[config.mk]
export PLATFORM = sky130hd
export DESIGN_NAME = sensor_packet_framer
export DESIGN_NICKNAME = d
export VERILOG_FILES = /design/src/design/spf_pkg.sv /design/src/design/sensor_packet_framer.sv /design/src/design/spf_ram.sv /design/src/design/spf_scan.sv /design/src/design/spf_decode.sv
export SDC_FILE = /design/constraint.sdc
export NUM_CORES = 1
export LEC_CHECK = 0
export BUFFER_PORTS_ARGS = -buffer_cell sky130_fd_sc_hd__clkbuf_2
export CORE_ASPECT_RATIO = 1.5
export CORE_MARGIN = 2
export CORE_UTILIZATION = 45
export DETAILED_ROUTE_END_ITERATION = 8
export MAX_ROUTING_LAYER = met4
export SLEW_MARGIN = 5
export SYNTH_ARGS = -nofsm -noshare
export SYNTH_HDL_FRONTEND = slang
export SYNTH_SLANG_ARGS = --single-unit
[constraint.sdc]
create_clock -name i_clk -period 3.7 [get_ports i_clk]
set_clock_uncertainty 0.05 [all_clocks]
set_input_delay 0.185 -clock i_clk [delete_from_list [all_inputs] [get_ports i_clk]]
set_output_delay 0.185 -clock i_clk [all_outputs]
set_load 0.02 [all_outputs]
[src/design/spf_pkg.sv]
`timescale 1ns / 1ps
`default_nettype none

package spf_pkg;

    localparam int unsigned PKT_LEN  = 20;
    localparam int unsigned LAST_POS = PKT_LEN - 1;
    localparam int unsigned POS_W    = $clog2(PKT_LEN);
    localparam int unsigned BYTE_W   = 8;
    localparam int unsigned PADDR_W  = 5;

    localparam logic [POS_W-1:0] POS_LAST = POS_W'(LAST_POS);

    localparam logic [7:0] HDR_ID  = 8'd19;
    localparam logic [7:0] LEN_ID  = 8'(PKT_LEN - 3);
    localparam logic [7:0] IR_QUIT = 8'd137;

    localparam logic [2:0] REG_THR_L  = 3'd0;
    localparam logic [2:0] REG_THR_FL = 3'd1;
    localparam logic [2:0] REG_THR_FR = 3'd2;
    localparam logic [2:0] REG_THR_R  = 3'd3;
    localparam logic [2:0] REG_POL    = 3'd4;

    localparam logic [1:0] ACT_FWD  = 2'd0;
    localparam logic [1:0] ACT_BACK = 2'd3;

    typedef struct packed {
        logic        chk;
        logic [7:0]  val;
    } t_id_chk;

    typedef struct packed {
        logic        ok;
        logic [15:0] left;
        logic [15:0] fleft;
        logic [15:0] fright;
        logic [15:0] right;
        logic [15:0] distance;
        logic [7:0]  ir;
    } t_scan_res;

    typedef struct packed {
        logic        status;
        logic [15:0] left;
        logic [15:0] fleft;
        logic [15:0] fright;
        logic [15:0] right;
        logic [3:0]  cliff;
        logic [15:0] distance;
        logic [7:0]  ir;
        logic        quit;
        logic        stop;
        logic [2:0]  led;
        logic [15:0] count;
    } t_result;

    function automatic t_id_chk id_expect(input logic [POS_W-1:0] pos);
        t_id_chk r;
        r.chk = 1'b1;
        case (pos)
            5'd0:    r.val = HDR_ID;
            5'd1:    r.val = LEN_ID;
            5'd2:    r.val = 8'd28;
            5'd5:    r.val = 8'd29;
            5'd8:    r.val = 8'd30;
            5'd11:   r.val = 8'd31;
            5'd14:   r.val = 8'd19;
            5'd17:   r.val = 8'd17;
            default: begin
                r.chk = 1'b0;
                r.val = 8'd0;
            end
        endcase
        return r;
    endfunction

endpackage

`default_nettype wire

[src/design/sensor_packet_framer.sv]
`timescale 1ns / 1ps
`default_nettype none

// channel   | handshake                  | payload
// ----------+----------------------------+-------------------------------------
// rx in     | i_in_valid / o_in_stall    | i_rx_byte, i_current_action
// result    | o_out_valid / i_out_stall  | o_status, cliff raws, o_cliff_bits,
//           |                            | o_wheel_distance, o_ir_code, flags
// config    | APB psel/penable/pwrite    | paddr, pwdata, prdata, pready
//
// A byte that does not complete the window is written to the window RAM without
// stalling the input. The completing byte starts a sweep of the window RAM, one
// read per cycle, and the input is stalled until the result is loaded.
// A result waiting in the output register does not block new bytes; the next
// result waits for it. Synchronous active-low reset empties the window.

module sensor_packet_framer
    import spf_pkg::*;
(
    input  wire logic               i_clk,
    input  wire logic               i_rst_n,
    input  wire logic               i_in_valid,
    output logic                    o_in_stall,
    input  wire logic [7:0]         i_rx_byte,
    input  wire logic [1:0]         i_current_action,
    output logic                    o_out_valid,
    input  wire logic               i_out_stall,
    output logic                    o_status,
    output logic [15:0]             o_cliff_left_raw,
    output logic [15:0]             o_cliff_front_left_raw,
    output logic [15:0]             o_cliff_front_right_raw,
    output logic [15:0]             o_cliff_right_raw,
    output logic [3:0]              o_cliff_bits,
    output logic signed [15:0]      o_wheel_distance,
    output logic [7:0]              o_ir_code,
    output logic                    o_quit_request,
    output logic                    o_stop_wheels,
    output logic [2:0]              o_led_bits,
    output logic [15:0]             o_packet_count,
    input  wire logic               psel,
    input  wire logic               penable,
    input  wire logic               pwrite,
    input  wire logic [PADDR_W-1:0] paddr,
    input  wire logic [31:0]        pwdata,
    output logic      [31:0]        prdata,
    output logic                    pready
);

    localparam logic [1:0] S_IDLE = 2'd0;
    localparam logic [1:0] S_SCAN = 2'd1;
    localparam logic [1:0] S_HOLD = 2'd2;

    logic [1:0]        r_state, n_state;
    logic [POS_W-1:0]  r_base;
    logic [POS_W-1:0]  r_fill;
    logic [15:0]       r_count;
    logic [1:0]        r_action;
    logic [15:0]       r_thr_l, r_thr_fl, r_thr_fr, r_thr_r;
    logic              r_pol;
    logic              r_out_valid;
    t_result           r_out;

    logic              in_xfer, out_free, load, start, cfg_wr, scan_done;
    logic [2:0]        cfg_idx;
    logic [POS_W-1:0]  wr_addr, rd_addr, rd_idx;
    logic [BYTE_W-1:0] rd_data;
    t_scan_res         scan_res;
    t_result           dec_res;

    function automatic logic [POS_W-1:0] wrap_add(input logic [POS_W-1:0] a,
                                                 input logic [POS_W-1:0] b);
        logic [POS_W:0] s;
        s = {1'b0, a} + {1'b0, b};
        if (s >= (POS_W+1)'(PKT_LEN)) begin
            s = s - (POS_W+1)'(PKT_LEN);
        end
        return s[POS_W-1:0];
    endfunction

    assign o_in_stall = (r_state != S_IDLE);
    assign in_xfer    = i_in_valid && !o_in_stall;
    assign start      = in_xfer && (r_fill == POS_LAST);
    assign out_free   = !r_out_valid || !i_out_stall;
    assign load       = out_free && (((r_state == S_SCAN) && scan_done) ||
                                     (r_state == S_HOLD));
    assign wr_addr    = wrap_add(r_base, r_fill);
    assign rd_addr    = wrap_add(r_base, rd_idx);

    spf_ram #(
        .WIDTH (BYTE_W),
        .DEPTH (PKT_LEN)
    ) u_win (
        .i_clk   (i_clk),
        .i_we    (in_xfer),
        .i_waddr (wr_addr),
        .i_wdata (i_rx_byte),
        .i_raddr (rd_addr),
        .o_rdata (rd_data)
    );

    spf_scan u_scan (
        .i_clk     (i_clk),
        .i_rst_n   (i_rst_n),
        .i_start   (start),
        .i_rd_data (rd_data),
        .o_rd_idx  (rd_idx),
        .o_done    (scan_done),
        .o_res     (scan_res)
    );

    spf_decode u_dec (
        .i_scan   (scan_res),
        .i_thr_l  (r_thr_l),
        .i_thr_fl (r_thr_fl),
        .i_thr_fr (r_thr_fr),
        .i_thr_r  (r_thr_r),
        .i_pol    (r_pol),
        .i_action (r_action),
        .i_count  (r_count),
        .o_res    (dec_res)
    );

    always_comb begin
        n_state = r_state;
        case (r_state)
            S_IDLE:  if (start) n_state = S_SCAN;
            S_SCAN:  if (scan_done) n_state = load ? S_IDLE : S_HOLD;
            S_HOLD:  if (load) n_state = S_IDLE;
            default: n_state = S_IDLE;
        endcase
    end

    always_ff @(posedge i_clk) begin
        if (!i_rst_n) begin
            r_state     <= S_IDLE;
            r_base      <= '0;
            r_fill      <= '0;
            r_count     <= '0;
            r_out_valid <= 1'b0;
        end else begin
            r_state <= n_state;
            if (in_xfer && !start) begin
                r_fill <= r_fill + 1'b1;
            end
            if (load) begin
                r_out_valid <= 1'b1;
                if (scan_res.ok) begin
                    r_fill  <= '0;
                    r_count <= r_count + 1'b1;
                end else begin
                    r_fill <= POS_LAST;
                    r_base <= wrap_add(r_base, POS_W'(1));
                end
            end else if (!i_out_stall) begin
                r_out_valid <= 1'b0;
            end
        end
    end

    always_ff @(posedge i_clk) begin
        if (start) begin
            r_action <= i_current_action;
        end
        if (load) begin
            r_out <= dec_res;
        end
    end

    assign cfg_wr  = psel && penable && pwrite && pready;
    assign cfg_idx = paddr[4:2];
    assign pready  = 1'b1;

    always_ff @(posedge i_clk) begin
        if (!i_rst_n) begin
            r_thr_l  <= '0;
            r_thr_fl <= '0;
            r_thr_fr <= '0;
            r_thr_r  <= '0;
            r_pol    <= 1'b1;
        end else if (cfg_wr) begin
            case (cfg_idx)
                REG_THR_L:  r_thr_l  <= pwdata[15:0];
                REG_THR_FL: r_thr_fl <= pwdata[15:0];
                REG_THR_FR: r_thr_fr <= pwdata[15:0];
                REG_THR_R:  r_thr_r  <= pwdata[15:0];
                REG_POL:    r_pol    <= pwdata[0];
                default: ;
            endcase
        end
    end

    always_comb begin
        case (cfg_idx)
            REG_THR_L:  prdata = {16'd0, r_thr_l};
            REG_THR_FL: prdata = {16'd0, r_thr_fl};
            REG_THR_FR: prdata = {16'd0, r_thr_fr};
            REG_THR_R:  prdata = {16'd0, r_thr_r};
            REG_POL:    prdata = {31'd0, r_pol};
            default:    prdata = '0;
        endcase
    end

    assign o_out_valid             = r_out_valid;
    assign o_status                = r_out.status;
    assign o_cliff_left_raw        = r_out.left;
    assign o_cliff_front_left_raw  = r_out.fleft;
    assign o_cliff_front_right_raw = r_out.fright;
    assign o_cliff_right_raw       = r_out.right;
    assign o_cliff_bits            = r_out.cliff;
    assign o_wheel_distance        = $signed(r_out.distance);
    assign o_ir_code               = r_out.ir;
    assign o_quit_request          = r_out.quit;
    assign o_stop_wheels           = r_out.stop;
    assign o_led_bits              = r_out.led;
    assign o_packet_count          = r_out.count;

endmodule

`default_nettype wire

[src/design/spf_ram.sv]
`timescale 1ns / 1ps
`default_nettype none

module spf_ram #(
    parameter int unsigned WIDTH = 8,
    parameter int unsigned DEPTH = 20,
    localparam int unsigned AW   = $clog2(DEPTH)
) (
    input  wire logic             i_clk,
    input  wire logic             i_we,
    input  wire logic [AW-1:0]    i_waddr,
    input  wire logic [WIDTH-1:0] i_wdata,
    input  wire logic [AW-1:0]    i_raddr,
    output logic      [WIDTH-1:0] o_rdata
);

    logic [WIDTH-1:0] r_mem [DEPTH];

    always_ff @(posedge i_clk) begin
        if (i_we) begin
            r_mem[i_waddr] <= i_wdata;
        end
        o_rdata <= r_mem[i_raddr];
    end

endmodule

`default_nettype wire

[src/design/spf_scan.sv]
`timescale 1ns / 1ps
`default_nettype none

module spf_scan
    import spf_pkg::*;
(
    input  wire logic              i_clk,
    input  wire logic              i_rst_n,
    input  wire logic              i_start,
    input  wire logic [BYTE_W-1:0] i_rd_data,
    output logic      [POS_W-1:0]  o_rd_idx,
    output logic                   o_done,
    output t_scan_res              o_res
);

    logic              r_busy;
    logic [POS_W-1:0]  r_idx;
    logic              r_dv;
    logic [POS_W-1:0]  r_dpos;
    logic              r_done;
    logic [7:0]        r_sum;
    logic              r_id_ok;
    logic [15:0]       r_left, r_fleft, r_fright, r_right, r_dist;
    logic [7:0]        r_ir;
    t_id_chk           exp_id;

    assign exp_id   = id_expect(r_dpos);
    assign o_rd_idx = r_idx;
    assign o_done   = r_done;

    always_ff @(posedge i_clk) begin
        if (!i_rst_n) begin
            r_busy <= 1'b0;
            r_idx  <= '0;
            r_dv   <= 1'b0;
            r_dpos <= '0;
            r_done <= 1'b0;
        end else begin
            r_done <= r_dv && (r_dpos == POS_LAST);
            r_dv   <= r_busy;
            r_dpos <= r_idx;
            if (i_start) begin
                r_busy <= 1'b1;
                r_idx  <= '0;
            end else if (r_busy) begin
                if (r_idx == POS_LAST) begin
                    r_busy <= 1'b0;
                end else begin
                    r_idx <= r_idx + 1'b1;
                end
            end
        end
    end

    always_ff @(posedge i_clk) begin
        if (i_start) begin
            r_sum   <= '0;
            r_id_ok <= 1'b1;
        end else if (r_dv) begin
            r_sum <= r_sum + i_rd_data;
            if (exp_id.chk && (i_rd_data != exp_id.val)) begin
                r_id_ok <= 1'b0;
            end
            case (r_dpos)
                5'd3:    r_left[15:8]   <= i_rd_data;
                5'd4:    r_left[7:0]    <= i_rd_data;
                5'd6:    r_fleft[15:8]  <= i_rd_data;
                5'd7:    r_fleft[7:0]   <= i_rd_data;
                5'd9:    r_fright[15:8] <= i_rd_data;
                5'd10:   r_fright[7:0]  <= i_rd_data;
                5'd12:   r_right[15:8]  <= i_rd_data;
                5'd13:   r_right[7:0]   <= i_rd_data;
                5'd15:   r_dist[15:8]   <= i_rd_data;
                5'd16:   r_dist[7:0]    <= i_rd_data;
                5'd18:   r_ir           <= i_rd_data;
                default: ;
            endcase
        end
    end

    always_comb begin
        o_res.ok       = r_id_ok && (r_sum == 8'd0);
        o_res.left     = r_left;
        o_res.fleft    = r_fleft;
        o_res.fright   = r_fright;
        o_res.right    = r_right;
        o_res.distance = r_dist;
        o_res.ir       = r_ir;
    end

endmodule

`default_nettype wire

[src/design/spf_decode.sv]
`timescale 1ns / 1ps
`default_nettype none

module spf_decode
    import spf_pkg::*;
(
    input  t_scan_res         i_scan,
    input  wire logic [15:0]  i_thr_l,
    input  wire logic [15:0]  i_thr_fl,
    input  wire logic [15:0]  i_thr_fr,
    input  wire logic [15:0]  i_thr_r,
    input  wire logic         i_pol,
    input  wire logic [1:0]   i_action,
    input  wire logic [15:0]  i_count,
    output t_result           o_res
);

    logic bl, bfl, bfr, br, front;

    assign bl    = ~((i_scan.left   > i_thr_l)  ^ i_pol);
    assign bfl   = ~((i_scan.fleft  > i_thr_fl) ^ i_pol);
    assign bfr   = ~((i_scan.fright > i_thr_fr) ^ i_pol);
    assign br    = ~((i_scan.right  > i_thr_r)  ^ i_pol);
    assign front = bfl | bfr;

    always_comb begin
        o_res        = '0;
        o_res.status = 1'b1;
        if (i_scan.ok) begin
            o_res.status   = 1'b0;
            o_res.left     = i_scan.left;
            o_res.fleft    = i_scan.fleft;
            o_res.fright   = i_scan.fright;
            o_res.right    = i_scan.right;
            o_res.cliff    = {bl, bfl, bfr, br};
            o_res.distance = i_scan.distance;
            o_res.ir       = i_scan.ir;
            o_res.quit     = (i_scan.ir == IR_QUIT);
            o_res.stop     = ((i_action == ACT_FWD) && front) ||
                             ((i_action == ACT_BACK) && (bl | br));
            o_res.led      = {bl, front, br};
            o_res.count    = i_count;
        end
    end

endmodule

`default_nettype wire

==> impl_metrics.json, run 1 <==
{
  "drc": 0,
  "fmax_ghz": 0.2961,
  "synthToLayoutAreaGrowth_pct": 15.80,
  "r2r-end": "u_win.r_mem[8][4]$_DFFE_PP_",
  "synth_seq_area_share_pct": 62.16,
  "yosys.cell_count.top_type": "edfxtp_1",
  "clk_pin_slew_ps": 60,
  "cts_root_buffer": "clkbuf_16",
  "leakagePower_uw": 0.008666,
  "finalCritPeriodShare_pct": 91.27,
  "drive_above_1_share_pct": 18.87,
  "clk_latency_ps": 570,
  "rr_startpoint": "r_fill[0]$_SDFFE_PN0P_",
  "synth_flop_cell": "edfxtp_1",
  "synth_seq_cells": 486,
  "grt_pass1_wl_um": 79810,
  "die-area_um2": 49530,
  "power_frac_comb_pct": 4.5,
  "grt_max_degree": 71,
  "powerDensity_nw_per_um2": 456.6,
  "synth.area.top_cells": "edfxtp_1 51%, dfxtp_1 12%, mux4_2 5.8%",
  "status": "complete, no violations",
  "place_congestion": 0.8991,
  "grt_usage_pct": 22.07,
  "tns_ps": 0,
  "async_flop_share_pct": 0,
  "num-nets-final": 2039,
  "rsz0062_at_grt": "no",
  "clockBufferDepth": 3,
  "cp.arrival_ps": 3530,
  "ant_nets": 0,
  "die_w_um": 182.4,
  "synth_edf_count": 362,
  "cts_tree": "yes",
  "synth.avg_cell_area_um2": 12.77,
  "cts-buffers-inserted": 47,
  "netlist_area_um2": 21480,
  "yosys_warnings": 0,
  "cp_max_fo": 8,
  "p_int_uw": 8939,
  "cp.required_ps": 3850,
  "min_path_cells": 1,
  "worst_pin_slew_ps": 1143,
  "r2r.worst_path.cells": 9,
  "maxSlewHeadroom_pct": 23.20,
  "first_pass_iters": 5,
  "vdd_drop_max_uv": 363.4,
  "h-tree-depth": 2,
  "ys_types": 68,
  "routedWlPerCell_um": 20.93,
  "dieHeight_um": 271.6,
  "grt_pass1_vias": 13550,
  "drtIter0Drc": 840,
  "synth_common_cells": "362 x edfxtp_1, 251 x nand2_1, 124 x dfxtp_1",
  "yosysTopAreaCell": "edfxtp_1",
  "path_class": "reg2reg",
  "crit_start": "r_fill[0]$_SDFFE_PN0P_",
  "vias": 13480,
  "synth_top_area_share_pct": 50.61,
  "switching_share_pct": 21.29,
  "ios": 203,
  "via_per_inst": 5.332,
  "core_area_um2": 47450,
  "slew_viol_final": 0,
  "initial_core_util_pct": 45.27,
  "timing.hold.ws_ps": 113.0,
  "fin_util_pct": 52.42,
  "start_kind": "register",
  "clock_power_share_pct": 43.2,
  "seqPwrFrac_pct": 52.3,
  "critical_path.endpoint": "u_win.r_mem[8][4]$_DFFE_PP_",
  "finalHoldViolCount": 0,
  "clock_sinks": 486,
  "nFillCells": 4020,
  "period_minus_slack_ps": 3377,
  "place_hpwl_um": 38270,
  "wl_um": 52940,
  "reg2reg_slack_ps": 320,
  "power_switching_uw": 2418,
  "hold_path_class": "in2reg",
  "power_uw": 11360,
  "syn_inst": 1682,
  "grt_overflow": 0,
  "port_buffers": 167,
  "diodes": 0,
  "end_kind": "register",
  "maxCapViolations": 0,
  "num_rows": 98,
  "antenna_found_initial": 0,
  "setup_violations": 0,
  "post-cts-setup-buffer-count": 0
}
-- critical path, stage by stage (launching register included) --
cell and delay, ps:
dfxtp_1 400, ha_1 200, inv_1 60, fa_1 400, xnor2_1 290, inv_1 110
ha_1 260, mux2i_1 260, a31oi_1 320, nor2_1 660
-- power groups by stage --
stage                     Sequential [uW]  Clock (uW)  Combinational, uW
after floorplan                      6050           0                316
after global placement               6060           0                482
after detailed placement             6060           0                494
after CTS                            5940        5000                511
after global routing                 5950        5210                560
final                                5940        4910                507
-- state kept, by name (all words and copies together) (netlist names), 8 cells and up --
| name | cells |
|---|---|
| r_thr_fl | 16 |
| o_ir_code | 8 |
| u_scan.r_right | 16 |
| r_thr_l | 16 |
| o_cliff_right_raw | 16 |
| o_cliff_left_raw | 16 |
| u_scan.r_fleft | 16 |
| u_scan.r_dist | 16 |
| u_win.r_mem | 160 |
| o_cliff_front_right_raw | 16 |
| u_scan.r_fright | 16 |
| r_thr_r | 16 |
| u_scan.r_left | 16 |
| u_scan.r_sum | 8 |
| u_win.o_rdata | 8 |
| o_cliff_front_left_raw | 16 |
| u_scan.r_ir | 8 |
| r_count | 16 |
| o_packet_count | 16 |
| r_thr_fr | 16 |
| o_wheel_distance | 16 |
-- stage by stage --
stage	instances	area (um2)	setup slack [ps]
final	2529	24870	322.9
after global routing	2529	24870	111.8
after CTS	2529	24870	305.2
after detailed placement	2422	23110	320.3
after global placement	2422	23110	371.8
after floorplan	1697	21540	467.4
-- metal layers --
layer / vias up / GRT usage [%] / routed length [um]
met2: 347 / 41.08 / 28960
met1: 6623 / 22.83 / 19180
met5: - / - / 0
met3: 112 / 2.536 / 1971
met4: 0 / 10.99 / 2820
li1: 6402 / - / -
-- placed cells by master (no fill, tap or decap), types with 13 or more instances in the layout --
| cell type | count |
|---|---|
| a21boi_0 | 43 |
| a21boi_1 | 27 |
| a21o_1 | 13 |
| a21oi_1 | 62 |
| and2_1 | 123 |
| buf_4 | 44 |
| clkbuf_16 | 48 |
| clkbuf_2 | 167 |
| conb_1 | 17 |
| dfxtp_1 | 124 |
| dlygate4sd3_1 | 19 |
| edfxtp_1 | 362 |
| ha_1 | 91 |
| inv_1 | 84 |
| mux2i_1 | 13 |
| mux4_2 | 55 |
| nand2_1 | 251 |
| nand3_1 | 27 |
| nor2_1 | 78 |
| nor2b_1 | 23 |
| o21ai_0 | 17 |
| xnor2_1 | 26 |
| xor2_1 | 18 |
-- how the worst min path moves through the flow --
stage | slack [ps] | start | end
finish | 110 | i_rx_byte[0] | u_win.r_mem[8][0]$_DFFE_PP_
global route | 120 | i_rx_byte[3] | u_win.r_mem[10][3]$_DFFE_PP_
CTS | 80 | i_rx_byte[3] | u_win.r_mem[10][3]$_DFFE_PP_
detailed placement | 350 | i_current_action[0] | r_action[0]$_DFFE_PP_
global placement | 350 | i_current_action[0] | r_action[0]$_DFFE_PP_
floorplan | 230 | i_current_action[0] | r_action[0]$_DFFE_PP_
-- layout make-up --
cell class	instances	area, um2	area share (%)
Clock buffer	65	1313	5.277
Clock inverter	23	262.8	1.056
Inverter	86	325.3	1.308
Multi-Input combinational cell	1037	7473	30.05
Sequential cell	486	13350	53.68
Tap cell	600	750.7	3.018
Timing Repair Buffer	232	1396	5.614
-- cell families after synthesis --
kind of cell	Yosys count	synth area share, %
flops	486	62.16
xor+xnor	45	1.835
other cells	2	0.03496
simple gates	591	13.58
buf+inv	174	3.460
mux	69	6.425
fa+ha+maj	95	5.638
compound gates	220	6.867
-- timing repair --
item | in CTS | in global routing
hold buffers | 19 | 0
resized for setup | 0 | 0
endpoints found under the hold margin | 69 | 0
Power figures use the tool's default switching activity.
==> run 2: changes to the inputs <==
--- a/config.mk
+++ b/config.mk
@@ -9,6 +9,7 @@
 export CORE_ASPECT_RATIO = 1.5
 export CORE_MARGIN = 2
 export CORE_UTILIZATION = 45
+export CTS_BUF_LIST = sky130_fd_sc_hd__clkbuf_4
 export DETAILED_ROUTE_END_ITERATION = 8
 export MAX_ROUTING_LAYER = met4
 export SLEW_MARGIN = 5
==> run 2 against run 1 <==
  * Final area about the same
  * Global-route usage up 0.50 points
  * Count of clock-buffer cells in the layout rose by 95
  * Setup slack improved by 19 ps
  * Combinational power increased by 2%
  * Routed wire length increased by 1.2%
  * Power down 5.6%
==> impl_metrics.json, run 2 (synthesis results as in run 1) <==
{
  "initial_core_util_pct": 45.27,
  "drtIter0Drc": 763,
  "synthToLayoutAreaGrowth_pct": 15.86,
  "dieHeight_um": 271.6,
  "grt_pass1_wl_um": 81030,
  "rsz0062_at_grt": "no",
  "status": "complete, no violations",
  "drc": 0,
  "final_cell_area_um2": 24890,
  "start_kind": "register",
  "maxSlewHeadroom_pct": 20.77,
  "path_class": "reg2reg",
  "cp_common_cell": "ha_1",
  "crit_chain": "ha_1 > inv_1 > fa_1 > xnor2_1 > ha_1 > nand2b_1 > mux2i_1 > a32oi_1 > nor2_1",
  "port_buffers": 167,
  "grt_use_met2_pct": 41.77,
  "layout.cells.most_common": "edfxtp_1",
  "die_w_um": 182.4,
  "crit_path_top_delay_cell": "nor2_1",
  "cts_tree": "yes",
  "grt_overflow": 0,
  "final_cell_mix": "362 x edfxtp_1, 251 x nand2_1, 167 x clkbuf_2",
  "place_congestion": 0.8991,
  "clk_pin_slew_ps": 70,
  "cts-buffers-inserted": 115,
  "grt_max_degree": 71,
  "place_hpwl_um": 38270,
  "clock_sinks": 486,
  "leakagePower_uw": 0.008816,
  "cts.repair.resized": 0,
  "grt-busiest-layer": "met2",
  "finalHoldViolCount": 0,
  "drive_above_1_share_pct": 23.00,
  "num-nets-final": 2121,
  "ant_nets": 0,
  "top_register": "u_win.r_mem",
  "powerDensity_nw_per_um2": 430.7,
  "worst_pin_slew_ps": 1179,
  "fin_util_pct": 52.44,
  "grtUsageMet1_pct": 22.05,
  "cts_root_buffer": "clkbuf_4",
  "tns_ps": 0,
  "cpPeakStageDelay_ps": 700,
  "die-area_um2": 49530,
  "finalCritPeriodShare_pct": 90.77,
  "clockBufferDepth": 3,
  "dp_slack_ps": 320.3,
  "setup_violations": 0,
  "grt_usage_pct": 22.57,
  "ios": 203,
  "cp.arrival_ps": 3810,
  "h-tree-depth": 3,
  "place_area_um2": 23110,
  "use_met3_pct": 3.716,
  "cp.required_ps": 4150,
  "core_area_um2": 47450,
  "end_kind": "register",
  "num_rows": 98,
  "largest_reg_flops": 160,
  "antenna_found_initial": 1,
  "wl_um": 53580,
  "clk_latency_ps": 890,
  "first_pass_iters": 5,
  "routedWlPerCell_um": 20.20,
  "grt_pass1_vias": 14250,
  "cp_max_fo": 8,
  "maxCapViolations": 0,
  "via_per_inst": 5.237,
  "worst_slack_ps": 341.5,
  "slew_viol_final": 0,
  "hold_path_class": "in2reg",
  "vdd_drop_max_uv": 209.6,
  "fmax_ghz": 0.2978,
  "vias": 13890,
  "period_minus_slack_ps": 3359
}
run 2: changes by cell type in the layout (fill, tap and decap cells not counted), sizes merged:
cell         previous run  this run
clkbuf                232       327
clkinv                 14        33
dlygate4sd3            19        33
bufinv                  5         2
clkinvlp                2         1
diode                   0         1
inv                    88        87
run 2: final timing paths:
path,from,endpoint,slack (ps),cells after the start
worst max-delay path,r_fill[0]$_SDFFE_PN0P_,u_win.r_mem[17][4]$_DFFE_PP_,340,9
worst min-delay path,pwdata[10],r_thr_l[10]$_SDFFE_PN0P_,100,4
worst max register to register,r_fill[0]$_SDFFE_PN0P_,u_win.r_mem[17][4]$_DFFE_PP_,340,9
worst min register to register,r_thr_l[9]$_SDFFE_PN0P_,r_thr_l[9]$_SDFFE_PN0P_,430,2
run 2: power by group:
group	total (uW)	switching [uW]	internal (uW)
combinational	518	309	210
sequential	5940	48.3	5890
clock	4260	2110	2150
total	10700	2470	8250
run 2: final cells by class:
cell class | count | area, um2
fillers | 4095 | 22570
flip-flops and latches | 486 | 13350
multi-input cells | 1037 | 7473
repair buffers | 246 | 1536
clock buffers | 160 | 1201
well taps | 600 | 750.7
inverters | 86 | 325.3
clock inverters | 37 | 244.0
diodes | 1 | 2.502
run 2: metrics by stage:
step           std cells  total power [uW]  hold slack, ps
6_report            2653             10720           101.8
5_1_grt             2653             11180           72.21
4_1_cts             2652             10880           6.921
3_5_place_dp        2422              6553           348.5
3_3_place_gp        2422              6540           349.0
2_1_floorplan       1697              6367           233.9
run 2: layer usage:
layer  vias up  share of wire (%)
met5         -                  0
met4         0                5.2
met3       113                4.1
met2       399                 56
met1      6743                 35
li1       6638                  -
run 2: critical path, delay by kind of cell, from the launching register on:
family	cells	cell delay (ps)
fa+ha+maj	3	900
xor+xnor	1	290
mux	1	140
buf+inv	1	60
simple gates	2	880
flops	1	410
compound gates	1	290
run 2: repair_timing:
item                                   4_1_cts  5_1_grt
endpoints found under the hold margin      250        0
hold buffers                                33        0
buffers inserted                             0        0
==> run 3: changes to the inputs <==
--- a/config.mk
+++ b/config.mk
@@ -6,7 +6,8 @@
 export NUM_CORES = 1
 export LEC_CHECK = 0
 export BUFFER_PORTS_ARGS = -buffer_cell sky130_fd_sc_hd__clkbuf_2
-export CORE_ASPECT_RATIO = 1.5
+export CAP_MARGIN = 0
+export CORE_ASPECT_RATIO = 1.1
 export CORE_MARGIN = 2
 export CORE_UTILIZATION = 45
 export CTS_BUF_LIST = sky130_fd_sc_hd__clkbuf_4
==> run 3 against run 2 <==
  * Sequential power is essentially flat
  * Critical endpoint is now u_win.r_mem[8][4]$_DFFE_PP_
  * First-iteration DRC count grew 27%
  * Maximum frequency grew 0.29%
  * Final area grew 1.1%
  * Largest power group unchanged
  * Utilization grew 1.2 points
  * Clock power grew 10%
==> impl_metrics.json, run 3 (synthesis results as in run 1) <==
{
  "status": "complete, no violations",
  "die-area_um2": 49500,
  "worst_slack_ps": 351.2,
  "wl_um": 52180,
  "clock_sinks": 486,
  "core_area_um2": 46940,
  "clockBufferDepth": 3,
  "first_pass_iters": 7,
  "grt_max_degree": 95,
  "period_minus_slack_ps": 3349,
  "drive_above_1_share_pct": 23.73,
  "clk_latency_ps": 910,
  "path_class": "reg2reg",
  "place_hpwl_um": 35490,
  "finalHoldViolCount": 0,
  "cts.repair.resized": 0,
  "leakagePower_uw": 0.008941,
  "grt_pass1_wl_um": 78210,
  "top_register": "u_win.r_mem",
  "die_w_um": 212.3,
  "post-cts-setup-buffer-count": 0,
  "clk_pin_slew_ps": 70,
  "m1WireLength_um": 22280,
  "num-nets-final": 2125,
  "fmax_ghz": 0.2986,
  "cp.required_ps": 4110,
  "drc": 0,
  "worst_pin_slew_ps": 1242,
  "vdd_drop_max_uv": 267.2,
  "finalCritPeriodShare_pct": 90.51,
  "ios": 203,
  "slew_viol_final": 0,
  "antenna_found_initial": 1,
  "top_layer_used": "met4",
  "maxSlewHeadroom_pct": 16.58,
  "place_inst": 2454,
  "final_cell_area_um2": 25160,
  "routedWlPerCell_um": 19.18,
  "vias": 13940,
  "power_switching_uw": 2495,
  "finish.cell_count_without_fillers": 2720,
  "via_per_inst": 5.126,
  "met2_length_um": 26040,
  "ant_nets": 0,
  "maxCapViolations": 0,
  "grt_usage_pct": 21.90,
  "grt_overflow": 0,
  "synthToLayoutAreaGrowth_pct": 17.13,
  "grt_pass1_vias": 13600,
  "final_cell_mix": "362 x edfxtp_1, 251 x nand2_1, 198 x clkbuf_4",
  "powerDensity_nw_per_um2": 443.1,
  "rsz0062_at_grt": "no",
  "cp_max_fo": 8,
  "num_rows": 83,
  "place_congestion": 0.9375,
  "p_int_uw": 8653,
  "start_kind": "register",
  "tns_ps": 0,
  "ctsHoldBuffers": 37,
  "switching_share_pct": 22.38,
  "fin_util_pct": 53.60,
  "largest_reg_flops": 160,
  "setup_violations": 0,
  "end_kind": "register",
  "clock_power_share_pct": 42.1,
  "dp_slack_ps": 369.6,
  "hold_path_class": "in2reg",
  "port_buffers": 167,
  "dieHeight_um": 233.1,
  "drtIter0Drc": 966,
  "cp.arrival_ps": 3760,
  "cts-buffers-inserted": 120,
  "layout.cells.most_common": "edfxtp_1",
  "cts_root_buffer": "clkbuf_4",
  "seqPwrFrac_pct": 53.3,
  "dr_wl_met3_um": 2329,
  "initial_core_util_pct": 45.76,
  "cts_tree": "yes",
  "power_frac_comb_pct": 4.6,
  "h-tree-depth": 3,
  "place_area_um2": 23120
}
## run 3: cell types whose count changed in the layout (fill, tap and decap cells not counted)
cell,change
buf_4,-5
clkbuf_4,+38
clkinv_1,+4
clkinv_2,-9
clkinv_4,-3
clkinv_8,-1
dlygate4sd3_1,+4
inv_2,+1
inv_6,+1
## run 3: worst paths after layout
| kind | startpoint | endpoint | slack, ps | cells past startpoint |
|---|---|---|---|---|
| hold / removal | pwdata[11] | r_thr_r[11]$_SDFFE_PN0P_ | 90 | 4 |
| setup / recovery | r_base[2]$_SDFFE_PN0P_ | u_win.r_mem[8][4]$_DFFE_PP_ | 350 | 8 |
| hold reg to reg | r_thr_l[7]$_SDFFE_PN0P_ | r_thr_l[7]$_SDFFE_PN0P_ | 420 | 2 |
| setup reg to reg | r_base[2]$_SDFFE_PN0P_ | u_win.r_mem[8][4]$_DFFE_PP_ | 350 | 8 |
## run 3: power groups by stage
stage          Clock, uW  Combinational, uW  Sequential (uW)
2_1_floorplan          0                316             6050
3_3_place_gp           0                475             6060
3_5_place_dp           0                488             6060
4_1_cts             4840                518             5940
5_1_grt             5110                564             5940
6_report            4690                516             5940
## run 3: layer usage
layer / global-route usage [%] / up-vias
li1: - / 6675
met1: 26.76 / 6806
met2: 36.07 / 381
met3: 3.845 / 82
met4: 9.178 / 0
met5: - / -
## run 3: critical path, cell delays in order, from the launching register on
cell     delay (ps)
dfxtp_1         500
ha_1            330
a21oi_1         220
xnor2_1         300
ha_1            320
nand2_1          90
mux2i_1         230
a31oi_1         260
nor2_1          660
## run 3: through the flow
step                      hold WS (ps)  total power, uW
after global placement           379.4             6531
final                            92.66            11150
after floorplan                  233.9             6367
after CTS                        3.658            11300
after detailed placement         375.8             6548
after global routing             87.69            11610
## run 3: final cells by class
| class | instances | area, um2 |
|---|---|---|
| Clock buffer | 198 | 1486 |
| Sequential cell | 486 | 13350 |
| Tap cell | 637 | 797.0 |
| Multi-Input combinational cell | 1037 | 7473 |
| Timing Repair Buffer | 245 | 1539 |
| Fill cell | 4049 | 21780 |
| Clock inverter | 30 | 183.9 |
| Antenna cell | 1 | 2.502 |
| Inverter | 86 | 325.3 |
